### src/hw/rtl/semver_pkg.sv
// ----------------------------------------------------------------------------
// semver_pkg
// Shared types and constants for the semantic version string validator.
// ----------------------------------------------------------------------------
package semver_pkg;

	// Width of the reported number fields
	localparam int OUT_W = 31;

	// Parser section codes
	typedef enum logic [2:0] {
		SEC_MAJOR = 3'd0,
		SEC_MINOR = 3'd1,
		SEC_PATCH = 3'd2,
		SEC_PRE   = 3'd3,
		SEC_BUILD = 3'd4
	} sec_t;

	// Character codes
	localparam logic [7:0] CH_DOT    = 8'h2E;
	localparam logic [7:0] CH_HYPHEN = 8'h2D;
	localparam logic [7:0] CH_PLUS   = 8'h2B;
	localparam logic [7:0] CH_ZERO   = 8'h30;
	localparam logic [7:0] CH_NINE   = 8'h39;
	localparam logic [7:0] CH_UP_A   = 8'h41;
	localparam logic [7:0] CH_UP_Z   = 8'h5A;
	localparam logic [7:0] CH_LO_A   = 8'h61;
	localparam logic [7:0] CH_LO_Z   = 8'h7A;

	// Identifier length counter saturates here
	localparam logic [1:0] LEN_SAT = 2'd2;

	// One result item
	typedef struct packed {
		logic             valid_res;
		logic [OUT_W-1:0] major_number;
		logic [OUT_W-1:0] minor_number;
		logic [OUT_W-1:0] patch_number;
		logic             has_prerelease;
		logic             has_build;
	} res_t;

endpackage

### src/hw/rtl/semver_in_reg.sv
// ----------------------------------------------------------------------------
// semver_in_reg
// Input register: captures one character item and holds it until the
// parse core consumes it.
// ----------------------------------------------------------------------------
module semver_in_reg (
	input  logic       clk,
	input  logic       arst_n,
	input  logic       in_valid,
	output logic       in_ready,
	input  logic [7:0] character,
	input  logic       last,
	input  logic       can_load,
	output logic       advance,
	output logic [7:0] char_s1,
	output logic       last_s1
);

	logic valid_s1;

	// A non-final item always moves on; a final one needs room at the output
	assign advance  = valid_s1 && (!last_s1 || can_load);
	assign in_ready = !valid_s1 || advance;

	always_ff @(posedge clk or negedge arst_n) begin
		if (!arst_n) begin
			valid_s1 <= 1'b0;
		end else if (in_ready) begin
			valid_s1 <= in_valid;
		end
	end

	// Payload, no reset needed
	always_ff @(posedge clk) begin
		if (in_ready && in_valid) begin
			char_s1 <= character;
			last_s1 <= last;
		end
	end

	// A final item blocked by a full output stays put
	a_hold_stalled: assert property (@(posedge clk) disable iff (!arst_n)
		valid_s1 && !advance |=> valid_s1 && $stable(char_s1) && $stable(last_s1))
		else $error("stalled item in input register changed");

	a_ready_when_empty: assert property (@(posedge clk) disable iff (!arst_n)
		!valid_s1 |-> in_ready)
		else $error("input register empty but not ready");

endmodule

### src/hw/rtl/semver_parse_core.sv
// ----------------------------------------------------------------------------
// semver_parse_core
// Parser state and single-step update: one character per enable, with the
// finished result formed combinationally on the final character.
// ----------------------------------------------------------------------------
module semver_parse_core #(
	parameter int NUMBER_WIDTH = 31
) (
	input  logic                clk,
	input  logic                arst_n,
	input  logic                en,
	input  logic [7:0]          char_s1,
	input  logic                last_s1,
	output semver_pkg::res_t    res
);

	localparam int XW = (NUMBER_WIDTH > semver_pkg::OUT_W) ? NUMBER_WIDTH
		: semver_pkg::OUT_W;

	semver_pkg::sec_t        sec_q, n_sec;
	logic [NUMBER_WIDTH-1:0] acc_q, n_acc;
	logic [NUMBER_WIDTH-1:0] maj_q, n_maj;
	logic [NUMBER_WIDTH-1:0] min_q, n_min;
	logic [1:0]              len_q, n_len;
	logic                    fz_q, n_fz;
	logic                    snd_q, n_snd;
	logic                    err_q, n_err;
	logic                    pre_q, n_pre;
	logic                    f_err;

	logic                    is_dig, is_let, is_hy, is_dot, is_plus, is_zero;
	logic [1:0]              len_bump;
	logic [NUMBER_WIDTH+3:0] acc_ext, acc_x10;
	logic                    ovf;
	logic [XW-1:0]           maj_x, min_x, pat_x;

	// Character classes
	assign is_dig  = (char_s1 >= semver_pkg::CH_ZERO) && (char_s1 <= semver_pkg::CH_NINE);
	assign is_let  = ((char_s1 >= semver_pkg::CH_UP_A) && (char_s1 <= semver_pkg::CH_UP_Z))
		|| ((char_s1 >= semver_pkg::CH_LO_A) && (char_s1 <= semver_pkg::CH_LO_Z));
	assign is_hy   = (char_s1 == semver_pkg::CH_HYPHEN);
	assign is_dot  = (char_s1 == semver_pkg::CH_DOT);
	assign is_plus = (char_s1 == semver_pkg::CH_PLUS);
	assign is_zero = (char_s1 == semver_pkg::CH_ZERO);

	assign len_bump = (len_q < semver_pkg::LEN_SAT) ? len_q + 2'd1 : len_q;

	// acc*10 + digit by shift-add; any bit above the number width is overflow
	assign acc_ext = {4'b0000, acc_q};
	assign acc_x10 = (acc_ext << 3) + (acc_ext << 1)
		+ {{NUMBER_WIDTH{1'b0}}, char_s1[3:0]};
	assign ovf     = |acc_x10[NUMBER_WIDTH+3:NUMBER_WIDTH];

	// Next state for one character
	always_comb begin
		n_sec = sec_q;
		n_acc = acc_q;
		n_maj = maj_q;
		n_min = min_q;
		n_len = len_q;
		n_fz  = fz_q;
		n_snd = snd_q;
		n_err = err_q;
		n_pre = pre_q;
		case (sec_q)
			semver_pkg::SEC_MAJOR, semver_pkg::SEC_MINOR, semver_pkg::SEC_PATCH: begin
				if (is_dig) begin
					if (len_q != 2'd0 && fz_q) n_err = 1'b1;
					if (len_q == 2'd0) n_fz = is_zero;
					if (ovf) n_err = 1'b1;
					else n_acc = acc_x10[NUMBER_WIDTH-1:0];
					n_len = len_bump;
				end else if (is_dot && sec_q != semver_pkg::SEC_PATCH) begin
					if (len_q == 2'd0) n_err = 1'b1;
					if (sec_q == semver_pkg::SEC_MAJOR) begin
						n_maj = acc_q;
						n_sec = semver_pkg::SEC_MINOR;
					end else begin
						n_min = acc_q;
						n_sec = semver_pkg::SEC_PATCH;
					end
					n_acc = '0;
					n_len = 2'd0;
					n_fz  = 1'b0;
					n_snd = 1'b0;
				end else if (sec_q == semver_pkg::SEC_PATCH && (is_hy || is_plus)) begin
					if (len_q == 2'd0) n_err = 1'b1;
					n_len = 2'd0;
					n_fz  = 1'b0;
					n_snd = 1'b0;
					if (is_hy) begin
						n_sec = semver_pkg::SEC_PRE;
						n_pre = 1'b1;
					end else begin
						n_sec = semver_pkg::SEC_BUILD;
					end
				end else begin
					n_err = 1'b1;
				end
			end
			semver_pkg::SEC_PRE: begin
				if (is_dot || is_plus) begin
					// close identifier with the numeric leading-zero rule
					if (len_q == 2'd0) n_err = 1'b1;
					if (!snd_q && fz_q && len_q >= semver_pkg::LEN_SAT) n_err = 1'b1;
					n_len = 2'd0;
					n_fz  = 1'b0;
					n_snd = 1'b0;
					if (is_plus) n_sec = semver_pkg::SEC_BUILD;
				end else if (is_dig) begin
					if (len_q == 2'd0) n_fz = is_zero;
					n_len = len_bump;
				end else if (is_let || is_hy) begin
					n_snd = 1'b1;
					n_len = len_bump;
				end else begin
					n_err = 1'b1;
				end
			end
			semver_pkg::SEC_BUILD: begin
				if (is_dot) begin
					if (len_q == 2'd0) n_err = 1'b1;
					n_len = 2'd0;
					n_fz  = 1'b0;
					n_snd = 1'b0;
				end else if (is_dig || is_let || is_hy) begin
					n_len = len_bump;
				end else begin
					n_err = 1'b1;
				end
			end
			default: begin
				n_err = 1'b1;
			end
		endcase
	end

	// End-of-string checks on the updated state
	always_comb begin
		f_err = n_err;
		case (n_sec)
			semver_pkg::SEC_PATCH: begin
				if (n_len == 2'd0) f_err = 1'b1;
			end
			semver_pkg::SEC_PRE: begin
				if (n_len == 2'd0) f_err = 1'b1;
				if (!n_snd && n_fz && n_len >= semver_pkg::LEN_SAT) f_err = 1'b1;
			end
			semver_pkg::SEC_BUILD: begin
				if (n_len == 2'd0) f_err = 1'b1;
			end
			default: begin
				f_err = 1'b1;
			end
		endcase
	end

	// Result fields carry the low bits of each number
	assign maj_x = XW'(n_maj);
	assign min_x = XW'(n_min);
	assign pat_x = XW'(n_acc);

	always_comb begin
		res = '0;
		if (!f_err) begin
			res.valid_res      = 1'b1;
			res.major_number   = maj_x[semver_pkg::OUT_W-1:0];
			res.minor_number   = min_x[semver_pkg::OUT_W-1:0];
			res.patch_number   = pat_x[semver_pkg::OUT_W-1:0];
			res.has_prerelease = n_pre;
			res.has_build      = (n_sec == semver_pkg::SEC_BUILD);
		end
	end

	// State registers; the final character returns the parser to reset
	always_ff @(posedge clk or negedge arst_n) begin
		if (!arst_n) begin
			sec_q <= semver_pkg::SEC_MAJOR;
			acc_q <= '0;
			maj_q <= '0;
			min_q <= '0;
			len_q <= 2'd0;
			fz_q  <= 1'b0;
			snd_q <= 1'b0;
			err_q <= 1'b0;
			pre_q <= 1'b0;
		end else if (en) begin
			if (last_s1) begin
				sec_q <= semver_pkg::SEC_MAJOR;
				acc_q <= '0;
				maj_q <= '0;
				min_q <= '0;
				len_q <= 2'd0;
				fz_q  <= 1'b0;
				snd_q <= 1'b0;
				err_q <= 1'b0;
				pre_q <= 1'b0;
			end else begin
				sec_q <= n_sec;
				acc_q <= n_acc;
				maj_q <= n_maj;
				min_q <= n_min;
				len_q <= n_len;
				fz_q  <= n_fz;
				snd_q <= n_snd;
				err_q <= n_err;
				pre_q <= n_pre;
			end
		end
	end

	a_restart: assert property (@(posedge clk) disable iff (!arst_n)
		en && last_s1 |=> sec_q == semver_pkg::SEC_MAJOR && len_q == 2'd0 && !err_q && !pre_q)
		else $error("parser not restarted after final character");

	a_err_sticky: assert property (@(posedge clk) disable iff (!arst_n)
		en && !last_s1 && err_q |=> err_q)
		else $error("error flag dropped within a string");

endmodule

### src/hw/rtl/semver_out_reg.sv
// ----------------------------------------------------------------------------
// semver_out_reg
// Result register: holds one finished result item until it is taken.
// ----------------------------------------------------------------------------
module semver_out_reg (
	input  logic             clk,
	input  logic             arst_n,
	input  logic             load,
	input  semver_pkg::res_t res,
	output logic             can_load,
	output logic             out_valid,
	input  logic             out_ready,
	output semver_pkg::res_t res_q
);

	assign can_load = !out_valid || out_ready;

	always_ff @(posedge clk or negedge arst_n) begin
		if (!arst_n) begin
			out_valid <= 1'b0;
		end else if (load) begin
			out_valid <= 1'b1;
		end else if (out_ready) begin
			out_valid <= 1'b0;
		end
	end

	always_ff @(posedge clk) begin
		if (load) begin
			res_q <= res;
		end
	end

	a_no_overwrite: assert property (@(posedge clk) disable iff (!arst_n)
		load |-> can_load)
		else $error("result register overwritten before it was taken");

endmodule

### src/hw/rtl/semver_string_validator_unit.sv
// ----------------------------------------------------------------------------
// semver_string_validator_unit
// Streaming semantic version (MAJOR.MINOR.PATCH[-pre][+build]) checker.
// ----------------------------------------------------------------------------
// Path: a final character is held in the input register until the result
// register can load, then its result is loaded into the result register.
// Throughput: one character per cycle, except that a final character waits while the result register is full.
// Reset: arst_n clears the parser state and both valid flags at once.
// ----------------------------------------------------------------------------
module semver_string_validator_unit #(
	parameter int NUMBER_WIDTH = 31
) (
	input  logic                         clk,
	input  logic                         arst_n,
	input  logic                         in_valid,
	output logic                         in_ready,
	input  logic [7:0]                   character,
	input  logic                         last,
	output logic                         out_valid,
	input  logic                         out_ready,
	output logic                         valid_res,
	output logic [semver_pkg::OUT_W-1:0] major_number,
	output logic [semver_pkg::OUT_W-1:0] minor_number,
	output logic [semver_pkg::OUT_W-1:0] patch_number,
	output logic                         has_prerelease,
	output logic                         has_build
);

	logic             can_load;
	logic             advance;
	logic [7:0]       char_s1;
	logic             last_s1;
	semver_pkg::res_t res;
	semver_pkg::res_t res_q;

	semver_in_reg u_in (
		.clk      (clk),
		.arst_n   (arst_n),
		.in_valid (in_valid),
		.in_ready (in_ready),
		.character(character),
		.last     (last),
		.can_load (can_load),
		.advance  (advance),
		.char_s1  (char_s1),
		.last_s1  (last_s1)
	);

	semver_parse_core #(
		.NUMBER_WIDTH(NUMBER_WIDTH)
	) u_core (
		.clk    (clk),
		.arst_n (arst_n),
		.en     (advance),
		.char_s1(char_s1),
		.last_s1(last_s1),
		.res    (res)
	);

	semver_out_reg u_out (
		.clk      (clk),
		.arst_n   (arst_n),
		.load     (advance && last_s1),
		.res      (res),
		.can_load (can_load),
		.out_valid(out_valid),
		.out_ready(out_ready),
		.res_q    (res_q)
	);

	// Result fields to ports
	assign valid_res      = res_q.valid_res;
	assign major_number   = res_q.major_number;
	assign minor_number   = res_q.minor_number;
	assign patch_number   = res_q.patch_number;
	assign has_prerelease = res_q.has_prerelease;
	assign has_build      = res_q.has_build;

	a_invalid_zero: assert property (@(posedge clk) disable iff (!arst_n)
		out_valid && !valid_res |-> major_number == '0 && minor_number == '0
			&& patch_number == '0 && !has_prerelease && !has_build)
		else $error("invalid result carries nonzero fields");

endmodule
### config.mk
export PLATFORM = sky130hd
export DESIGN_NAME = semver_string_validator_unit
export DESIGN_NICKNAME = d
export VERILOG_FILES = /design/src/hw/rtl/semver_pkg.sv /design/src/hw/rtl/semver_in_reg.sv /design/src/hw/rtl/semver_parse_core.sv /design/src/hw/rtl/semver_out_reg.sv /design/src/hw/rtl/semver_string_validator_unit.sv
export SDC_FILE = /design/constraint.sdc
export NUM_CORES = 1
export LEC_CHECK = 0
export ABC_AREA = 0
export BUFFER_PORTS_ARGS = -buffer_cell sky130_fd_sc_hd__buf_2
export CAP_MARGIN = 20
export CORE_MARGIN = 4
export CORE_UTILIZATION = 30
export CTS_CLUSTER_DIAMETER = 60
export DETAILED_ROUTE_END_ITERATION = 16
export PLACE_DENSITY = 0.49
export SYNTH_ARGS = -nofsm -noshare
export SYNTH_HDL_FRONTEND = slang
export SYNTH_SLANG_ARGS = --single-unit
export TNS_END_PERCENT = 5
### constraint.sdc
create_clock -name clk -period 4.2 [get_ports clk]
set_clock_uncertainty 0.15 [all_clocks]
set_input_delay 0.21 -clock clk [delete_from_list [all_inputs] [get_ports clk]]
set_output_delay 0.21 -clock clk [all_outputs]
set_load 0.005 [all_outputs]
Yosys cells after proc, flatten, opt, wreduce, memory -nomap -nowiden
Cells that the tools add are included.

Register bits after elaboration: 209. Input port bits: 13. Output and inout bits: 98. Logic and storage cells: 157.

$add $sub $neg: 3. $lt $le $gt $ge: 9. Equality and inequality tests: 12. Mux-type cells: 79. Reduce and logical (&&, ||, !) cells: 35.

Operators by type and width (number): 2-to-1 mux 31 bit (15); 2-to-1 mux 96 bit (1); 2-to-1 mux 1 bit (39); adder 34 x 32 -> 35 bit (1); adder 35 x 4 -> 35 bit (1); == test 8 x 6 -> 1 bit, second input constant (4); 2-to-1 mux 2 bit (11); 2-to-1 mux 3 bit (7); greater-or-equal comparator 8 x 7 -> 1 bit, second input constant (2); <= comparator 8 x 7 -> 1 bit, second input constant (2); logical AND 1 bit (13); == test 3 x 2 -> 1 bit, second input constant (4); logical OR 1 bit (9); one-hot mux 1 bit (3 select lines) (3); greater-or-equal comparator 8 x 6 -> 1 bit, second input constant (1); <= comparator 8 x 6 -> 1 bit, second input constant (1); == test 3 bit, second input constant (2); one-hot mux 2 bit (3 select lines) (1); one-hot mux 3 bit (2 select lines) (1); logical NOT 1 bit (5); greater-or-equal comparator 2 bit, second input constant (2); logical NOT 2 bit (2); nonzero test 2 bit (2); OR reduction 4 bit (1); 8 further kinds (8).

Longest topological paths before layout
Depth in word-level cells: 14. Mapped depth: 15. Gate-level depth less buffers: 13.

Modules after synthesis
Synthesis repeated with hierarchy kept, for this count alone.

Cell total of the unflattened synthesis: 1169. Area, all modules: 11745.0 um2.

Modules (own cells, without submodules): semver_parse_core (instances 1, cells an instance 1054, area an instance 8466.9 um2); semver_out_reg (instances 1, cells an instance 99, area an instance 2930.3 um2); semver_in_reg (instances 1, cells an instance 15, area an instance 341.6 um2); semver_string_validator_unit (instances 1, cells an instance 1, area an instance 6.3 um2).

Worst setup path before layout
Ideal clock, no wire load.

Path kind: reg2reg. Start: register u_core.acc_q[0]. End: register u_out.res_q[3] (netlist name). Setup time: 0.270 ns. Arrival: 3.650 ns. Required time: 3.780 ns. Setup slack: 0.130 ns. Cell stages (with the launch flop): 15. Path buffers: 2. Clock period less this slack: 4.070 ns. Path through: dfrtp_1 inv_1 fa_1 fa_1 nor2b_1 o2111ai_1 a211oi_2 o21ai_1 mux2_2 a211o_1 or4_4 buf_6 buf_6 nand3_1 a21oi_1.

Cells in the longest elaborated chain, start to end: 9. Elaborated cells on any way between the ends: 12. Classes of those cells: add/sub (2); mux (9); reduce/logical (1).

Ends and longest elaborated chain: start, declared (RTL line semver_parse_core.sv:21) `logic [NUMBER_WIDTH-1:0] acc_q, n_acc;`; start signal, assigned (RTL line semver_parse_core.sv:200) `acc_q <= n_acc;`; adder 34 x 32 -> 35 bit * (RTL line semver_parse_core.sv:50) `assign acc_x10 = (acc_ext << 3) + (acc_ext << 1)`; adder 35 x 4 -> 35 bit * (RTL line semver_parse_core.sv:51) `+ {{NUMBER_WIDTH{1'b0}}, char_s1[3:0]};`; OR reduction 4 bit (RTL line semver_parse_core.sv:52) `assign ovf = |acc_x10[NUMBER_WIDTH+3:NUMBER_WIDTH];`; 2-to-1 mux 1 bit (RTL line semver_parse_core.sv:70) `if (ovf) n_err = 1'b1;`; 2-to-1 mux 1 bit (RTL line semver_parse_core.sv:67) `if (is_dig) begin`; one-hot mux 1 bit (3 select lines) (RTL line semver_parse_core.sv:65) `case (sec_q)`; 2-to-1 mux 1 bit (RTL line semver_parse_core.sv:143, semver_parse_core.sv:146, semver_parse_core.sv:150); 2-to-1 mux 1 bit (RTL line semver_parse_core.sv:147) `if (!n_snd && n_fz && n_len >= semver_pkg::LEN_SAT) f_err = 1'b1;`; one-hot mux 1 bit (2 select lines) (RTL line semver_parse_core.sv:141) `case (n_sec)`.

Mark *: on every way between the ends. The rest lies on a longest branch, timed or not. A chain may end at the register's enable or synchronous reset.

Worst setup path in the final report
Start: register u_in.char_s1[2]. End: register u_core.acc_q[19].

Cells in the longest elaborated chain, start to end: 6. Elaborated cells on any way between the ends: 12. Classes of those cells: add/sub (1); order compare (2); eq/ne (1); mux (5); reduce/logical (3).

Ends and longest elaborated chain: start, declared (RTL line semver_in_reg.sv:15) `output logic [7:0] char_s1,`; start signal, assigned (RTL line semver_in_reg.sv:36) `char_s1 <= character;`; adder 35 x 4 -> 35 bit / == test 8 x 6 -> 1 bit (equally long branches) (RTL line semver_parse_core.sv:51, semver_parse_core.sv:42); OR reduction 4 bit / logical AND 1 bit (equally long branches) (RTL line semver_parse_core.sv:52, semver_parse_core.sv:73); 2-to-1 mux 31 bit (on tied branches) (RTL line semver_parse_core.sv:70, semver_parse_core.sv:73); 2-to-1 mux 31 bit * (RTL line semver_parse_core.sv:67); 2-to-1 mux 31 bit * (RTL line semver_parse_core.sv:65); 2-to-1 mux 31 bit * (RTL line semver_parse_core.sv:188) `if (last_s1) begin`.

Marks and branches as above.

==> impl_table.tex <==
\begin{tabular}{lr}
\hline
Metric & Value \\
\hline
\multicolumn{2}{l}{\textbf{Worst setup path}} \\
\quad Startpoint kind of the worst setup timing path & register \\
\quad Largest fanout on the critical path & 15 \\
\quad Arrival time reported for the critical path endpoint & 4360 ps \\
\quad Worst Path Class, Setup & reg2reg \\
\quad Launch point of the worst reg-to-reg path & u\_in.char\_s1[2] \\
\quad Crit path capture type & register \\
\quad Worst setup path startpoint & u\_in.char\_s1[2] \\
\quad WP data required & 4480 ps \\
\multicolumn{2}{l}{\textbf{Global route}} \\
\quad Via count of the first global-routing pass & 9,930 \\
\quad GR Overflow Total & 0 \\
\quad Number of antenna violations at the first check in global routing & 0 \\
\quad Overall fraction of global-route tracks in use & 16.3\% \\
\quad Global-route wire length before repair & 58,000 um \\
\quad Pin count of the biggest net entering global routing & 73 \\
\multicolumn{2}{l}{\textbf{Timing}} \\
\quad FMAX & 245 MHz \\
\quad Hold Slack & 27.8 ps \\
\quad RSZ-0062 raised after global routing & yes \\
\quad Crit path time final & 4090 ps \\
\quad Remaining max-slew budget at the tightest pin & between 40 and 50\% \\
\quad Final setup violation count & 0 \\
\quad Worst Max-Slew Pin Slew & 839 ps \\
\quad Fin worst setup slack & 113 ps \\
\quad Number of endpoints with negative hold slack in the final report & 0 \\
\quad Setup TNS & 0 ps \\
\quad Crit share post-route & between 90\% and 100\% \\
\quad Number of slew-limit violations in the final report & 0 \\
\multicolumn{2}{l}{\textbf{Layout}} \\
\quad Number of antenna repair diodes & 0 \\
\quad Fillcell total & 3,878 \\
\quad Most frequent standard cell in the layout excluding fill and tap cells & sky130\_fd\_sc\_hd\_\_nand2\_1 \\
\quad Synthesis-to-finish area growth & 24.7\% \\
\quad Most used cells in the layout excluding fill and tap cells & sky130\_fd\_sc\_hd\_\_nand2\_1 (288), sky130\_fd\_sc\_hd\_\_buf\_2 (109), sky130\_fd\_sc\_hd\_\_edfxtp\_1 (105), sky130\_fd\_sc\_hd\_\_dfrtp\_1 (104), sky130\_fd\_sc\_hd\_\_a21oi\_1 (92) \\
\quad Share of layout cells above drive strength 1 & between 20\% and 30\% \\
\quad Nets@finish & between 1,000 and 1,500 \\
\quad Final core utilization & 38.2\% \\
\multicolumn{2}{l}{\textbf{Synth}} \\
\quad Mean instance size in the synthesized netlist & 9.61 sq um \\
\quad Yosys top cell area share & 26.4\% \\
\quad Gate count of the mapped netlist & 1,243 \\
\quad Area contributors post-synth & sky130\_fd\_sc\_hd\_\_edfxtp\_1 (26\%), sky130\_fd\_sc\_hd\_\_dfrtp\_1 (22\%), sky130\_fd\_sc\_hd\_\_nand2\_1 (9.1\%) \\
\quad Register area share after synthesis & about 48\% \\
\quad Flip-flop cell with the highest count after synthesis & sky130\_fd\_sc\_hd\_\_edfxtp\_1 \\
\quad Synthesized netlist net count & 1,321 \\
\quad Cell accounting for the most synthesized area & sky130\_fd\_sc\_hd\_\_edfxtp\_1 \\
\quad FF+latch count, synth & 209 \\
\quad Summed instance area of the synthesized netlist & roughly 12,000 sq um \\
\quad Number of synthesized flops with an enable pin & 105 \\
\quad Synthesis warning total & 0 \\
\quad Number of distinct library cells after synthesis & 78 \\
\quad Fraction of registers with async set/reset & 49.8\% \\
\multicolumn{2}{l}{\textbf{Clock tree}} \\
\quad CTS max path bufs & 3 \\
\quad Worst-skew pair later-pin latency & 550 ps \\
\quad H-tree depth & 1 \\
\quad CTS tree & done \\
\quad Clock-pin slew on the worst setup and hold paths & 60 ps \\
\quad Root Buffer & sky130\_fd\_sc\_hd\_\_clkbuf\_16 \\
\quad Number of clock buffers inserted by TritonCTS & 27 \\
\quad Clk sink count & 209 \\
\multicolumn{2}{l}{\textbf{Power}} \\
\quad IR drop worst, VDD & 0.000206 V \\
\quad Final Total Pwr & around 5400 uW \\
\quad Leakage power summed over all cells & 0.00599 uW \\
\quad Power per standard cell area & 364 nW/um\^{}2 \\
\multicolumn{2}{l}{\textbf{Placed design}} \\
\quad RePlAce Congestion & $\sim$0.88 \\
\quad Buffers added on ports & 110 \\
\quad HPWL after DPL & 25,000 um \\
\quad Pre-CTS worst setup slack & -177 ps \\
\multicolumn{2}{l}{\textbf{Die}} \\
\quad Die Y-Extent & $\sim$210 um \\
\quad Row cnt & 72 \\
\quad Core Box Area & 39,000 sq um \\
\quad Effective utilization at floorplan & 30.6\% \\
\quad Die ar. & approximately 43,000 sq um \\
\quad Top-level port count & 111 \\
\quad Die width & 208 um \\
\multicolumn{2}{l}{\textbf{Route}} \\
\quad Count of nets left with antenna violations after detail routing & 0 \\
\quad Vias & between 10,000 and 15,000 \\
\quad Number of iterations in the first detailed-routing pass & 5 \\
\quad Violation count after the first detailed-routing iteration & 632 \\
\quad Total detailed-routing wirelength & 36,200 um \\
\quad Remaining design rule violation count & 0 \\
\quad Wirelength per Cell & 18.6 um \\
\quad Vias per cell & 5.15 \\
\multicolumn{2}{l}{\textbf{Job}} \\
\quad Max-cap violations & 0 \\
\multicolumn{2}{l}{\textbf{Min path}} \\
\quad Hold crit path type & in2async \\
\multicolumn{2}{l}{\textbf{Status}} \\
\quad Outcome & completed \\
\hline
\end{tabular}
[cell families (layout without fill, tap and decap cells)]
group / Yosys count / in the layout / synth area share [%]
AO/OA/AOI/OAI: 397 / 397 / 22.1
flip-flops: 209 / 209 / 48.2
AND/OR/NAND/NOR: 436 / 436 / 16.4
XOR/XNOR: 27 / 27 / 1.98
multiplexers: 4 / 4 / 0.346
buffers and inverters: 105 / 291 / 4.09
adder cells (fa/ha/maj): 65 / 65 / 6.93
[layer usage]
layer / vias to the layer above / wire (um) / global-route usage (%) / part of all wire, %
met3: 43 / 1790 / 2.36 / 5.0
met2: 245 / 16900 / 26.4 / 47
met1: 4908 / 16700 / 23.0 / 46
met5: - / 0 / 0 / 0
li1: 4834 / - / - / -
met4: 0 / 807 / 4.47 / 2.2
[final timing paths]
path / cells past startpoint / slack (ps) / end
max: 16 / 110 / u_core.acc_q[19]
max reg2reg: 16 / 110 / u_core.acc_q[19]
min: 2 / 30 / u_core.min_q[17]
min in group clk: 2 / 220 / u_in.last_s1
min reg2reg: 2 / 330 / u_core.maj_q[23]
max in group asynchronous: 3 / 2940 / u_core.acc_q[28]
[sequential cells by signal, indices dropped and copies added (netlist names)]
register / count
u_out.out_valid: 1
u_in.valid_s1: 1
u_core.err_q: 1
u_out.res_q: 96
u_core.fz_q: 1
u_core.pre_q: 1
u_core.snd_q: 1
u_in.last_s1: 1
u_core.acc_q: 31
u_core.min_q: 31
u_in.char_s1: 8
u_core.sec_q: 3
u_core.maj_q: 31
u_core.len_q: 2
[layout make-up]
type                       instances  area, sq um  area share [%]
inverter                          20         75.1           0.504
clock buffer                      36          749            5.03
sequential                       209         5760            38.6
multi-input combinational        929         5910            39.7
timing repair buffer             221         1550            10.4
tap                              518          648            4.35
clock inverter                    14          208            1.39
[per-stage QoR]
stage                     instances  instance area (sq um)
final                          1947                  14900
after global routing           1947                  14900
after CTS                      1942                  14700
after detailed placement       1877                  13600
after global placement         1877                  13600
after floorplan                1243                  11900
[power by group]
group	leakage (uW)	internal (uW)	total (uW)	switching [uW]
Clock	0.000467	1520	2480	959
Combinational	0.00308	236	581	345
Sequential	0.00245	2290	2370	73.6
[Yosys cell counts, types with 4 or more instances]
cell and number:
sky130_fd_sc_hd__a211oi_1 5, sky130_fd_sc_hd__a21oi_1 97, sky130_fd_sc_hd__buf_2 10, sky130_fd_sc_hd__a21boi_0 32, sky130_fd_sc_hd__nor2b_1 8, sky130_fd_sc_hd__nand2_1 290
sky130_fd_sc_hd__o2bb2ai_1 20, sky130_fd_sc_hd__nand2b_1 7, sky130_fd_sc_hd__xor2_1 11, sky130_fd_sc_hd__dfrtp_1 104, sky130_fd_sc_hd__clkbuf_1 62, sky130_fd_sc_hd__o31ai_1 5
sky130_fd_sc_hd__a22oi_1 34, sky130_fd_sc_hd__xnor2_1 16, sky130_fd_sc_hd__o211ai_1 4, sky130_fd_sc_hd__nand3_1 14, sky130_fd_sc_hd__or3_1 4, sky130_fd_sc_hd__inv_1 19
sky130_fd_sc_hd__and3_1 6, sky130_fd_sc_hd__a31oi_1 9, sky130_fd_sc_hd__edfxtp_1 105, sky130_fd_sc_hd__a21o_1 16, sky130_fd_sc_hd__o21ai_0 87, sky130_fd_sc_hd__ha_1 63
sky130_fd_sc_hd__nor3_1 13, sky130_fd_sc_hd__nand4_1 15, sky130_fd_sc_hd__and2_1 5, sky130_fd_sc_hd__o22ai_1 7, sky130_fd_sc_hd__nor4_1 4, sky130_fd_sc_hd__a22o_1 7
sky130_fd_sc_hd__a21oi_2 40, sky130_fd_sc_hd__buf_6 10, sky130_fd_sc_hd__nor2_1 44
[critical path: stages (launching register included)]
cell	delay [ps]
sky130_fd_sc_hd__edfxtp_1	450
sky130_fd_sc_hd__ha_4	320
sky130_fd_sc_hd__ha_4	140
sky130_fd_sc_hd__inv_1	60
sky130_fd_sc_hd__fa_2	420
sky130_fd_sc_hd__nor2b_4	160
sky130_fd_sc_hd__o2111ai_4	170
sky130_fd_sc_hd__a211oi_4	310
sky130_fd_sc_hd__o21ai_2	100
sky130_fd_sc_hd__mux2_2	290
sky130_fd_sc_hd__a211o_4	350
sky130_fd_sc_hd__buf_4	150
sky130_fd_sc_hd__nor4_4	270
sky130_fd_sc_hd__buf_6	160
sky130_fd_sc_hd__o21ai_4	70
sky130_fd_sc_hd__buf_12	160
sky130_fd_sc_hd__a22o_1	230
[what timing repair did]
item | CTS | global route
gates resized for setup | 4 | 33
endpoints found under the setup margin | 62 | 126
hold buffers | 13 | 0
hold endpoints to repair | 45 | 0
pin swaps | 2 | 12
buffers inserted | 2 | 5
Power figures use the tool's default switching activity.
